[config.mk]
export PLATFORM = sky130hd
export DESIGN_NAME = cmdfr_rec_len
export DESIGN_NICKNAME = d
export VERILOG_FILES = /design/src/design/command_record_framer_macros.svh /design/src/design/cmdfr_pkg.sv /design/src/design/cmdfr_rec_len.sv
export SDC_FILE = /design/constraint.sdc
export NUM_CORES = 1
export LEC_CHECK = 0
export CAP_MARGIN = 40
export CORE_AREA = 2 2 77 79
export DETAILED_ROUTE_END_ITERATION = 8
export DIE_AREA = 0 0 79 81
export DONT_BUFFER_PORTS = 1
export PLACE_DENSITY = 0.71
export SLEW_MARGIN = 20
export SYNTH_ARGS = -nofsm -noshare
export SYNTH_HDL_FRONTEND = slang
export SYNTH_SLANG_ARGS = --single-unit
[constraint.sdc]
create_clock -name vclk -period 5.6
set_input_delay 0.28 -clock vclk [all_inputs]
set_output_delay 0.28 -clock vclk [all_outputs]
set_load 0.01 [all_outputs]
[src/design/command_record_framer_macros.svh]
// ---------------------------------------------------------------------------
// command_record_framer assertion macros
// Concurrent assertion shorthands on clk with rst_n low as disable.
// ---------------------------------------------------------------------------
`ifndef COMMAND_RECORD_FRAMER_MACROS_SVH
`define COMMAND_RECORD_FRAMER_MACROS_SVH

`ifndef NO_ASSERTIONS

// Same-cycle implication.
`define CMDFR_ASSERT_IMP(lbl, ante, cons) \
    lbl: assert property (@(posedge clk) disable iff (!rst_n) (ante) |-> (cons)) \
        else $error("cmdfr: same-cycle check failed");

// Next-cycle implication.
`define CMDFR_ASSERT_NEXT(lbl, ante, cons) \
    lbl: assert property (@(posedge clk) disable iff (!rst_n) (ante) |=> (cons)) \
        else $error("cmdfr: next-cycle check failed");

`else

`define CMDFR_ASSERT_IMP(lbl, ante, cons)
`define CMDFR_ASSERT_NEXT(lbl, ante, cons)

`endif

`endif

[src/design/cmdfr_pkg.sv]
// ---------------------------------------------------------------------------
// cmdfr_pkg
// Shared types, codes and constants of the command record framer.
// ---------------------------------------------------------------------------
package cmdfr_pkg;

    localparam int BUFFER_DEPTH = 2048;
    localparam int ADDR_W       = $clog2(BUFFER_DEPTH);
    localparam int CNT_W        = ADDR_W;
    localparam int HAVE_W       = CNT_W + 1;
    localparam int LEN_W        = 18;
    localparam int CMP_W        = 24;

    // field widths
    localparam int MODE_W   = 2;
    localparam int BYTE_W   = 8;
    localparam int INDEX_W  = 11;
    localparam int STATUS_W = 3;
    localparam int OLEN_W   = 11;
    localparam int CREG_W   = 7;
    localparam int CIDX_W   = 2;

    typedef enum logic [MODE_W-1:0] {
        MODE_RECEIVE  = 2'd0,
        MODE_READ     = 2'd1,
        MODE_RELEASE  = 2'd2,
        MODE_READ_ALT = 2'd3
    } mode_t;

    typedef enum logic [STATUS_W-1:0] {
        ST_STORED      = 3'd0,
        ST_DROPPED     = 3'd1,
        ST_FULL_CLOSED = 3'd2,
        ST_OVERFLOW    = 3'd3,
        ST_READ        = 3'd4,
        ST_RELEASED    = 3'd5
    } status_t;

    localparam logic [CIDX_W-1:0] CFG_TRIGGER   = 2'd0;
    localparam logic [CIDX_W-1:0] CFG_ADDRESS   = 2'd1;
    localparam logic [CIDX_W-1:0] CFG_CHAIN     = 2'd2;
    localparam logic [CIDX_W-1:0] CFG_CHAIN_IRQ = 2'd3;

    localparam logic [CREG_W-1:0] TRIGGER_RESET   = 7'd8;
    localparam logic [CREG_W-1:0] ADDRESS_RESET   = 7'd8;
    localparam logic [CREG_W-1:0] CHAIN_RESET     = 7'd3;
    localparam logic [CREG_W-1:0] CHAIN_IRQ_RESET = 7'd3;

    // opcodes
    localparam logic [7:0] OPC_SMALL_FIRST = 8'd0;
    localparam logic [7:0] OPC_SMALL_LAST  = 8'd3;
    localparam logic [7:0] OPC_SHORT_BLK_A = 8'd4;
    localparam logic [7:0] OPC_SHORT_BLK_B = 8'd5;
    localparam logic [7:0] OPC_FIXED4      = 8'd6;
    localparam logic [7:0] OPC_TRIGGER     = 8'd7;
    localparam logic [7:0] OPC_ADDRESS     = 8'd8;
    localparam logic [7:0] OPC_SINGLE      = 8'd9;
    localparam logic [7:0] OPC_LONG_BLK    = 8'd10;
    localparam logic [7:0] OPC_CHAIN       = 8'd12;
    localparam logic [7:0] OPC_CHAIN_IRQ   = 8'd13;

    localparam logic [LEN_W-1:0]  SHORT_BLOCK_HDR = 18'd6;
    localparam logic [LEN_W-1:0]  LONG_BLOCK_HDR  = 18'd10;
    localparam logic [LEN_W-1:0]  FIXED4_LEN      = 18'd4;
    localparam logic [LEN_W-1:0]  SINGLE_LEN      = 18'd1;
    localparam logic [CREG_W-1:0] CHAIN_MIN_HDR   = 7'd3;
    localparam logic [3:0]        SMALL_OP_LEN [4] = '{4'd4, 4'd4, 4'd12, 4'd3};

    localparam logic [BYTE_W-1:0] FRAME_END = 8'h65;

    // record offsets of the captured header bytes
    localparam logic [CNT_W-1:0] OFS_OPCODE   = CNT_W'(0);
    localparam logic [CNT_W-1:0] OFS_THIRD    = CNT_W'(2);
    localparam logic [CNT_W-1:0] OFS_COUNT_LO = CNT_W'(4);
    localparam logic [CNT_W-1:0] OFS_COUNT_HI = CNT_W'(5);

    typedef struct packed {
        logic [CREG_W-1:0] trigger_len;
        logic [CREG_W-1:0] address_len;
        logic [CREG_W-1:0] chain_hdr;
        logic [CREG_W-1:0] chain_irq_hdr;
    } cfg_t;

    typedef struct packed {
        logic [7:0]  opcode;
        logic [7:0]  third;
        logic [15:0] count;
    } rec_t;

endpackage

[src/design/cmdfr_rec_len.sv]
// ---------------------------------------------------------------------------
// cmdfr_rec_len
// Decides whether the current record is complete, from its captured header
// bytes, the length registers and the bytes received of it so far.
// ---------------------------------------------------------------------------
module cmdfr_rec_len (
    input  cmdfr_pkg::rec_t              rec,
    input  cmdfr_pkg::cfg_t              cfg,
    input  logic [cmdfr_pkg::HAVE_W-1:0] have,
    output logic                         rec_done
);

    logic [cmdfr_pkg::LEN_W-1:0]  have_ext;
    logic [cmdfr_pkg::LEN_W-1:0]  expected;
    logic [cmdfr_pkg::CREG_W-1:0] chain_h;
    logic [cmdfr_pkg::CREG_W-1:0] chain_irq_h;
    logic [cmdfr_pkg::LEN_W-1:0]  count_x2;
    logic [cmdfr_pkg::LEN_W-1:0]  third_x3;

    always_comb
    begin
        have_ext    = cmdfr_pkg::LEN_W'(have);
        chain_h     = (cfg.chain_hdr < cmdfr_pkg::CHAIN_MIN_HDR) ?
                      cmdfr_pkg::CHAIN_MIN_HDR : cfg.chain_hdr;
        chain_irq_h = (cfg.chain_irq_hdr < cmdfr_pkg::CHAIN_MIN_HDR) ?
                      cmdfr_pkg::CHAIN_MIN_HDR : cfg.chain_irq_hdr;
        count_x2    = cmdfr_pkg::LEN_W'({rec.count, 1'b0});
        third_x3    = cmdfr_pkg::LEN_W'({rec.third, 1'b0}) + cmdfr_pkg::LEN_W'(rec.third);
        expected    = '0;

        case (rec.opcode) inside
            [cmdfr_pkg::OPC_SMALL_FIRST:cmdfr_pkg::OPC_SMALL_LAST]:
                expected = cmdfr_pkg::LEN_W'(cmdfr_pkg::SMALL_OP_LEN[rec.opcode[1:0]]);
            cmdfr_pkg::OPC_SHORT_BLK_A, cmdfr_pkg::OPC_SHORT_BLK_B:
                if (have_ext >= cmdfr_pkg::SHORT_BLOCK_HDR)
                begin
                    expected = cmdfr_pkg::SHORT_BLOCK_HDR + count_x2;
                end
            cmdfr_pkg::OPC_FIXED4:
                expected = cmdfr_pkg::FIXED4_LEN;
            cmdfr_pkg::OPC_TRIGGER:
                expected = cmdfr_pkg::LEN_W'(cfg.trigger_len);
            cmdfr_pkg::OPC_ADDRESS:
                expected = cmdfr_pkg::LEN_W'(cfg.address_len);
            cmdfr_pkg::OPC_SINGLE:
                expected = cmdfr_pkg::SINGLE_LEN;
            cmdfr_pkg::OPC_LONG_BLK:
                if (have_ext >= cmdfr_pkg::LONG_BLOCK_HDR)
                begin
                    expected = cmdfr_pkg::LONG_BLOCK_HDR + count_x2;
                end
            cmdfr_pkg::OPC_CHAIN:
                if (have_ext >= cmdfr_pkg::LEN_W'(chain_h))
                begin
                    expected = cmdfr_pkg::LEN_W'(chain_h) + cmdfr_pkg::LEN_W'(rec.third);
                end
            cmdfr_pkg::OPC_CHAIN_IRQ:
                if (have_ext >= cmdfr_pkg::LEN_W'(chain_irq_h))
                begin
                    expected = cmdfr_pkg::LEN_W'(chain_irq_h) + third_x3;
                end
            // unknown opcodes never complete
            default:
                expected = '0;
        endcase

        rec_done = (expected != '0) && (have_ext >= expected);
    end

endmodule

Yosys cells after proc, flatten, opt, wreduce, memory -nomap -nowiden
Cells that the tools add are included.
- flip-flop bits (word level): 0
- bits of input ports: 72
- add/subtract/negate cells: 5
- order comparisons: 10
- eq/ne operators: 9
- mux-type cells: 18
- bitwise gates (word level): 1
- reductions and logical operators: 4
- operator list (kind ; number):
    two-way mux 18 bit ; 10
    equality test 8 x 4 -> 1 bit (second input constant) ; 5
    equality test 8 x 3 -> 1 bit (second input constant) ; 4
    greater-or-equal comparator 12 x 7 -> 1 bit ; 2
    two-way mux 11 bit ; 2
    adder 3 x 17 -> 18 bit (first input constant) ; 1
    adder 4 x 17 -> 18 bit (first input constant) ; 1
    greater-or-equal comparator 12 x 18 -> 1 bit ; 1
    nonzero test 18 bit ; 1
    less-than comparator 7 x 2 -> 1 bit (second input constant) ; 2
    two-way mux 7 bit ; 2
    greater-or-equal comparator 12 x 3 -> 1 bit (second input constant) ; 1
    greater-or-equal comparator 12 x 4 -> 1 bit (second input constant) ; 1
    adder 7 x 10 -> 11 bit ; 1
    adder 9 x 8 -> 10 bit ; 1
    adder 7 x 8 -> 9 bit ; 1
    two-way mux 9 bit ; 1
    binary-select mux 4 bit (select 2 bit) ; 1
    greater-or-equal comparator 8 x 1 -> 1 bit (second input constant) ; 1
    <= comparator 8 x 2 -> 1 bit (second input constant) ; 1
    two-way mux 4 bit ; 2
    greater-or-equal comparator 3 bit (second input constant) ; 1
    NOT 2 -> 3 bit ; 1
    logical AND 1 bit ; 2
    OR reduction 2 bit ; 1

Depth between registers and ports, before layout
- depth after elaboration: 15
- depth in mapped cells: 22

Worst setup path before layout
No wires, ideal clock.
- kind: in2out
- from: in cfg[6] (netlist name)
- to: out rec_done
- arrival: 3637 ps
- required time: 5320 ps
- setup slack: 1683 ps
- cell stages on the path: 18
- path through: nor4_2 a21o_2 ha_1 or2b_1 maj3_2 a22o_4 a221oi_1 nor2_1 ha_1 nand2b_1 a21o_1 a21o_1 a21o_1 a211o_1 o2111ai_1 a31oi_1 o21ai_0 a41oi_1
- longest elaborated chain between the ends: 15
- elaborated cells between the ends (all ways): 17
- RTL lines (item ; RTL line ; text):
    start: declaration ; cmdfr_rec_len.sv:8 ; input cmdfr_pkg::cfg_t cfg,
    less-than comparator 7 x 2 -> 1 bit ; cmdfr_rec_len.sv:25 ; chain_irq_h = (cfg.chain_irq_hdr < cmdfr_pkg::CHAIN_MIN_HDR) ?
    two-way mux 7 bit (*) ; cmdfr_rec_len.sv:25 ;
    adder 7 x 10 -> 11 bit or greater-or-equal comparator 12 x 7 -> 1 bit (tied branches) ; cmdfr_rec_len.sv:60, cmdfr_rec_len.sv:58 ;
    two-way mux 11 bit (*) ; cmdfr_rec_len.sv:58 ; if (have_ext >= cmdfr_pkg::LEN_W'(chain_irq_h))
    two-way mux 11 bit (*) ; cmdfr_rec_len.sv:31 ; case (rec.opcode) inside
    two-way mux 18 bit (*) (8 in series) ; cmdfr_rec_len.sv:31 ;
    greater-or-equal comparator 12 x 18 -> 1 bit or nonzero test 18 bit (tied branches) ; cmdfr_rec_len.sv:67 ; rec_done = (expected != '0) && (have_ext >= expected);
    logical AND 1 bit (*) ; cmdfr_rec_len.sv:67 ;
    end: declaration ; cmdfr_rec_len.sv:10 ; output logic rec_done
Mark *: on every way between the ends. The rest lies on a longest branch, timed or not.

Worst setup path in the final report
- from: in cfg[9] (netlist name)
- to: out rec_done
- longest elaborated chain between the ends: 14
- elaborated cells between the ends (all ways): 16
- RTL lines (item ; RTL line ; text):
    less-than comparator 7 x 2 -> 1 bit ; cmdfr_rec_len.sv:23 ; chain_h = (cfg.chain_hdr < cmdfr_pkg::CHAIN_MIN_HDR) ?
    two-way mux 7 bit (*) ; cmdfr_rec_len.sv:23 ;
    greater-or-equal comparator 12 x 7 -> 1 bit or adder 7 x 8 -> 9 bit (tied branches) ; cmdfr_rec_len.sv:53, cmdfr_rec_len.sv:55 ;
    two-way mux 9 bit (*) ; cmdfr_rec_len.sv:53 ; if (have_ext >= cmdfr_pkg::LEN_W'(chain_h))
    two-way mux 18 bit (*) (8 in series) ; cmdfr_rec_len.sv:31 ;
    greater-or-equal comparator 12 x 18 -> 1 bit or nonzero test 18 bit (tied branches) ; cmdfr_rec_len.sv:67 ;
    logical AND 1 bit (*) ; cmdfr_rec_len.sv:67 ;
Marked as above.

==> key figures <==
CTS
  • Postcts setup bufs: 0
  • Cts repair resizes: 0
  • Hold_buf cts: 0

Setup path
  • Crit-path max FO: 5
  • Worst path arrival time: 4.14 ns
  • WS Path Type: input port to output pin
  • Cell depth of the worst setup path: 22
  • Slowest stage delay, CP: 0.42 ns
  • Cell repeated most along the worst path: a21o_1
  • WP buf/inv: 2
  • Worst setup EP type: output pin
  • Cells along the critical path: inv_1, nand4_1, nor2_1, or2_2, inv_1, ha_1, a211o_1, a31oi_1, o211ai_1, and2_1, a221oi_1, nor2_1, ha_1, nand2b_1, a21o_1, a21o_1, a21o_1, a211o_1, o2111ai_1, a31oi_1, o21ai_0, a41oi_1
  • Critical Path RT: around 5.3 ns
  • CP max-delay cell: a221oi_1
  • Crit start category: input port
  • Crit-path leading delay family: compound AO/OA/AOI/OAI gates

Placement
  • Pre-CTS WS: 1.24 ns
  • GPL Wtd Cong: 0.953
  • Port bufs: 0
  • Hpwl dp: 6790 µm

Timing
  • Final Setup Violations: 0
  • Setup TNS: 0 ns
  • Slew margin rel.: 58.2%
  • Setup ws final: about 1.2 ns
  • Tcrit/Tclk final: 78.9%
  • Final Critical Period: 4.42 ns
  • Slew Limit Fails: 0
  • Final Hold Fails: 0
  • Worst slew pin tran: 0.627 ns
  • RSZ-0062 raised after global routing: no
  • Max Fclk: approximately 230 MHz

Routing
  • DR iter-0 viols: about 230
  • Wirelength, routed: between 7000 and 8000 µm
  • Routed length per instance: 18.1 µm
  • Number of iterations in the first detailed-routing pass: 5
  • DR vias/cell: 6.46
  • DRC violations left: 0
  • Final ANT Viol Nets: 0
  • Vias: 2,803

Job
  • Max cap viols: 0

Global routing
  • Global-route wire length before repair: 12,300 µm
  • Total gr overflow: 0
  • Total GRT Usage: roughly a quarter
  • Vias in the first global route: 2,605
  • Largest net degree at the start of global routing: 17
  • Antenna violations before repair: 0

Layout
  • Final nets: between 400 and 500
  • Most common cell after layout, fill and taps aside: ha_1
  • Sequential cell area: 0 µm²
  • Area of the multi-input gates: roughly 2500 µm²
  • Layout cells sized above 1: 5.29%
  • Commonest non-fill, non-tap cells in the layout: ha_1, nor2_1, a21oi_1
  • Final Util: 47.4%
  • Seq_cells: 0
  • Layout fillers: between 600 and 700
  • # diodes: 0
  • CLK BUF: 0
  • Area delta synth->final: -0.0465%

Pwr
  • Internal power: around 0.000086 W
  • Power per Cell Area: 68.8 nW/µm²
  • Psw: roughly 0.0001 W
  • Seq pwr share: 0%
  • Total power: 0.000185 W
  • Clock power share: 0%
  • Logic gate share of total power: 100.0%
  • Leakage: between 1 and 1.5 nW
  • Switching Fraction: a little over half
  • Max VDD drop: 0.0000273 V

Worst hold path
  • Hold Path Stages: 5
  • HP Class: input port to output pin

Synthesis
  • Syn avg cell area: 7.05 µm²
  • Synth cell types: 61
  • Seq/Total Area, Yosys: 0%
  • Yosys Warn Count: 0
  • Cells after Synth: 382
  • Syn_nets: approximately 500
  • Synthesized cell area: ~2700 µm²

Floorplanning
  • Boundary Pins: 73
  • Core area: 5680 µm²
  • Chip width: 79 µm
  • Initial core utilization: 47.4%
  • Die height: 81 µm
  • Rows: 28
  • Die Footprint: roughly 6400 µm²

Status
  • Status: complete, no violations
-- power by group through the flow --
stage	Clock, W	Sequential [W]	Combinational [W]
after floorplan	0	0	0.000156
after global placement	0	0	0.000180
after detailed placement	0	0	0.000183
after CTS	0	0	0.000185
after global routing	0	0	0.000210
final	0	0	0.000185
-- synthesized netlist by cell type (all sizes together), types with 6 or more instances --
library cell,count,area [µm²]
ha,45,563
nor2,41,154
a21oi,29,149
inv,25,93.8
o21ai,24,120
clkbuf,20,75.1
nand2,19,71.3
xor2,14,123
nand3,12,60.1
xnor2,11,96.3
a21o,9,68.8
nor3,9,45.0
nor4,8,92.6
o21a,8,60.1
fa,7,140
nand4,7,43.8
or2,7,43.8
o211ai,6,45.0
-- path summary, 6_finish.rpt --
path | start | endpoint | slack [ns]
hold / removal | rec[15] | rec_done | 1.02
setup / recovery | cfg[9] | rec_done | 1.18
-- layer usage --
metal,up-vias,track usage [%],wire length [µm]
li1,1372,-,-
met1,1300,32.5,3330
met2,113,39.7,3640
met3,18,3.67,730
met4,0,3.97,138
met5,-,0,0
-- cells by family (layout without fill, tap and decap cells) --
kind of cell / Yosys count / in the layout / synth area share (%)
buffers and inverters: 48 / 25 / 7.02
xor gates and xnor gates: 25 / 25 / 8.13
and+or+nand+nor: 130 / 130 / 26.0
adders and majority gates: 53 / 53 / 26.5
muxes: 2 / 2 / 0.744
AOI/OAI and AO/OA: 124 / 124 / 31.6
-- through the flow --
stage               hold WS (ns)  std cells  cell area, µm²
global placement           0.955        434            2690
global route                1.02        434            2690
floorplan                  0.900        382            2690
detailed placement          1.00        434            2690
finish                      1.02        434            2690
CTS                         1.00        434            2690
-- layout make-up --
cell class | instances | share of cell area, %
multi-input combinational | 334 | 93.0
inverter | 25 | 3.49
tap | 75 | 3.49
(Power assumes the default switching activity.)
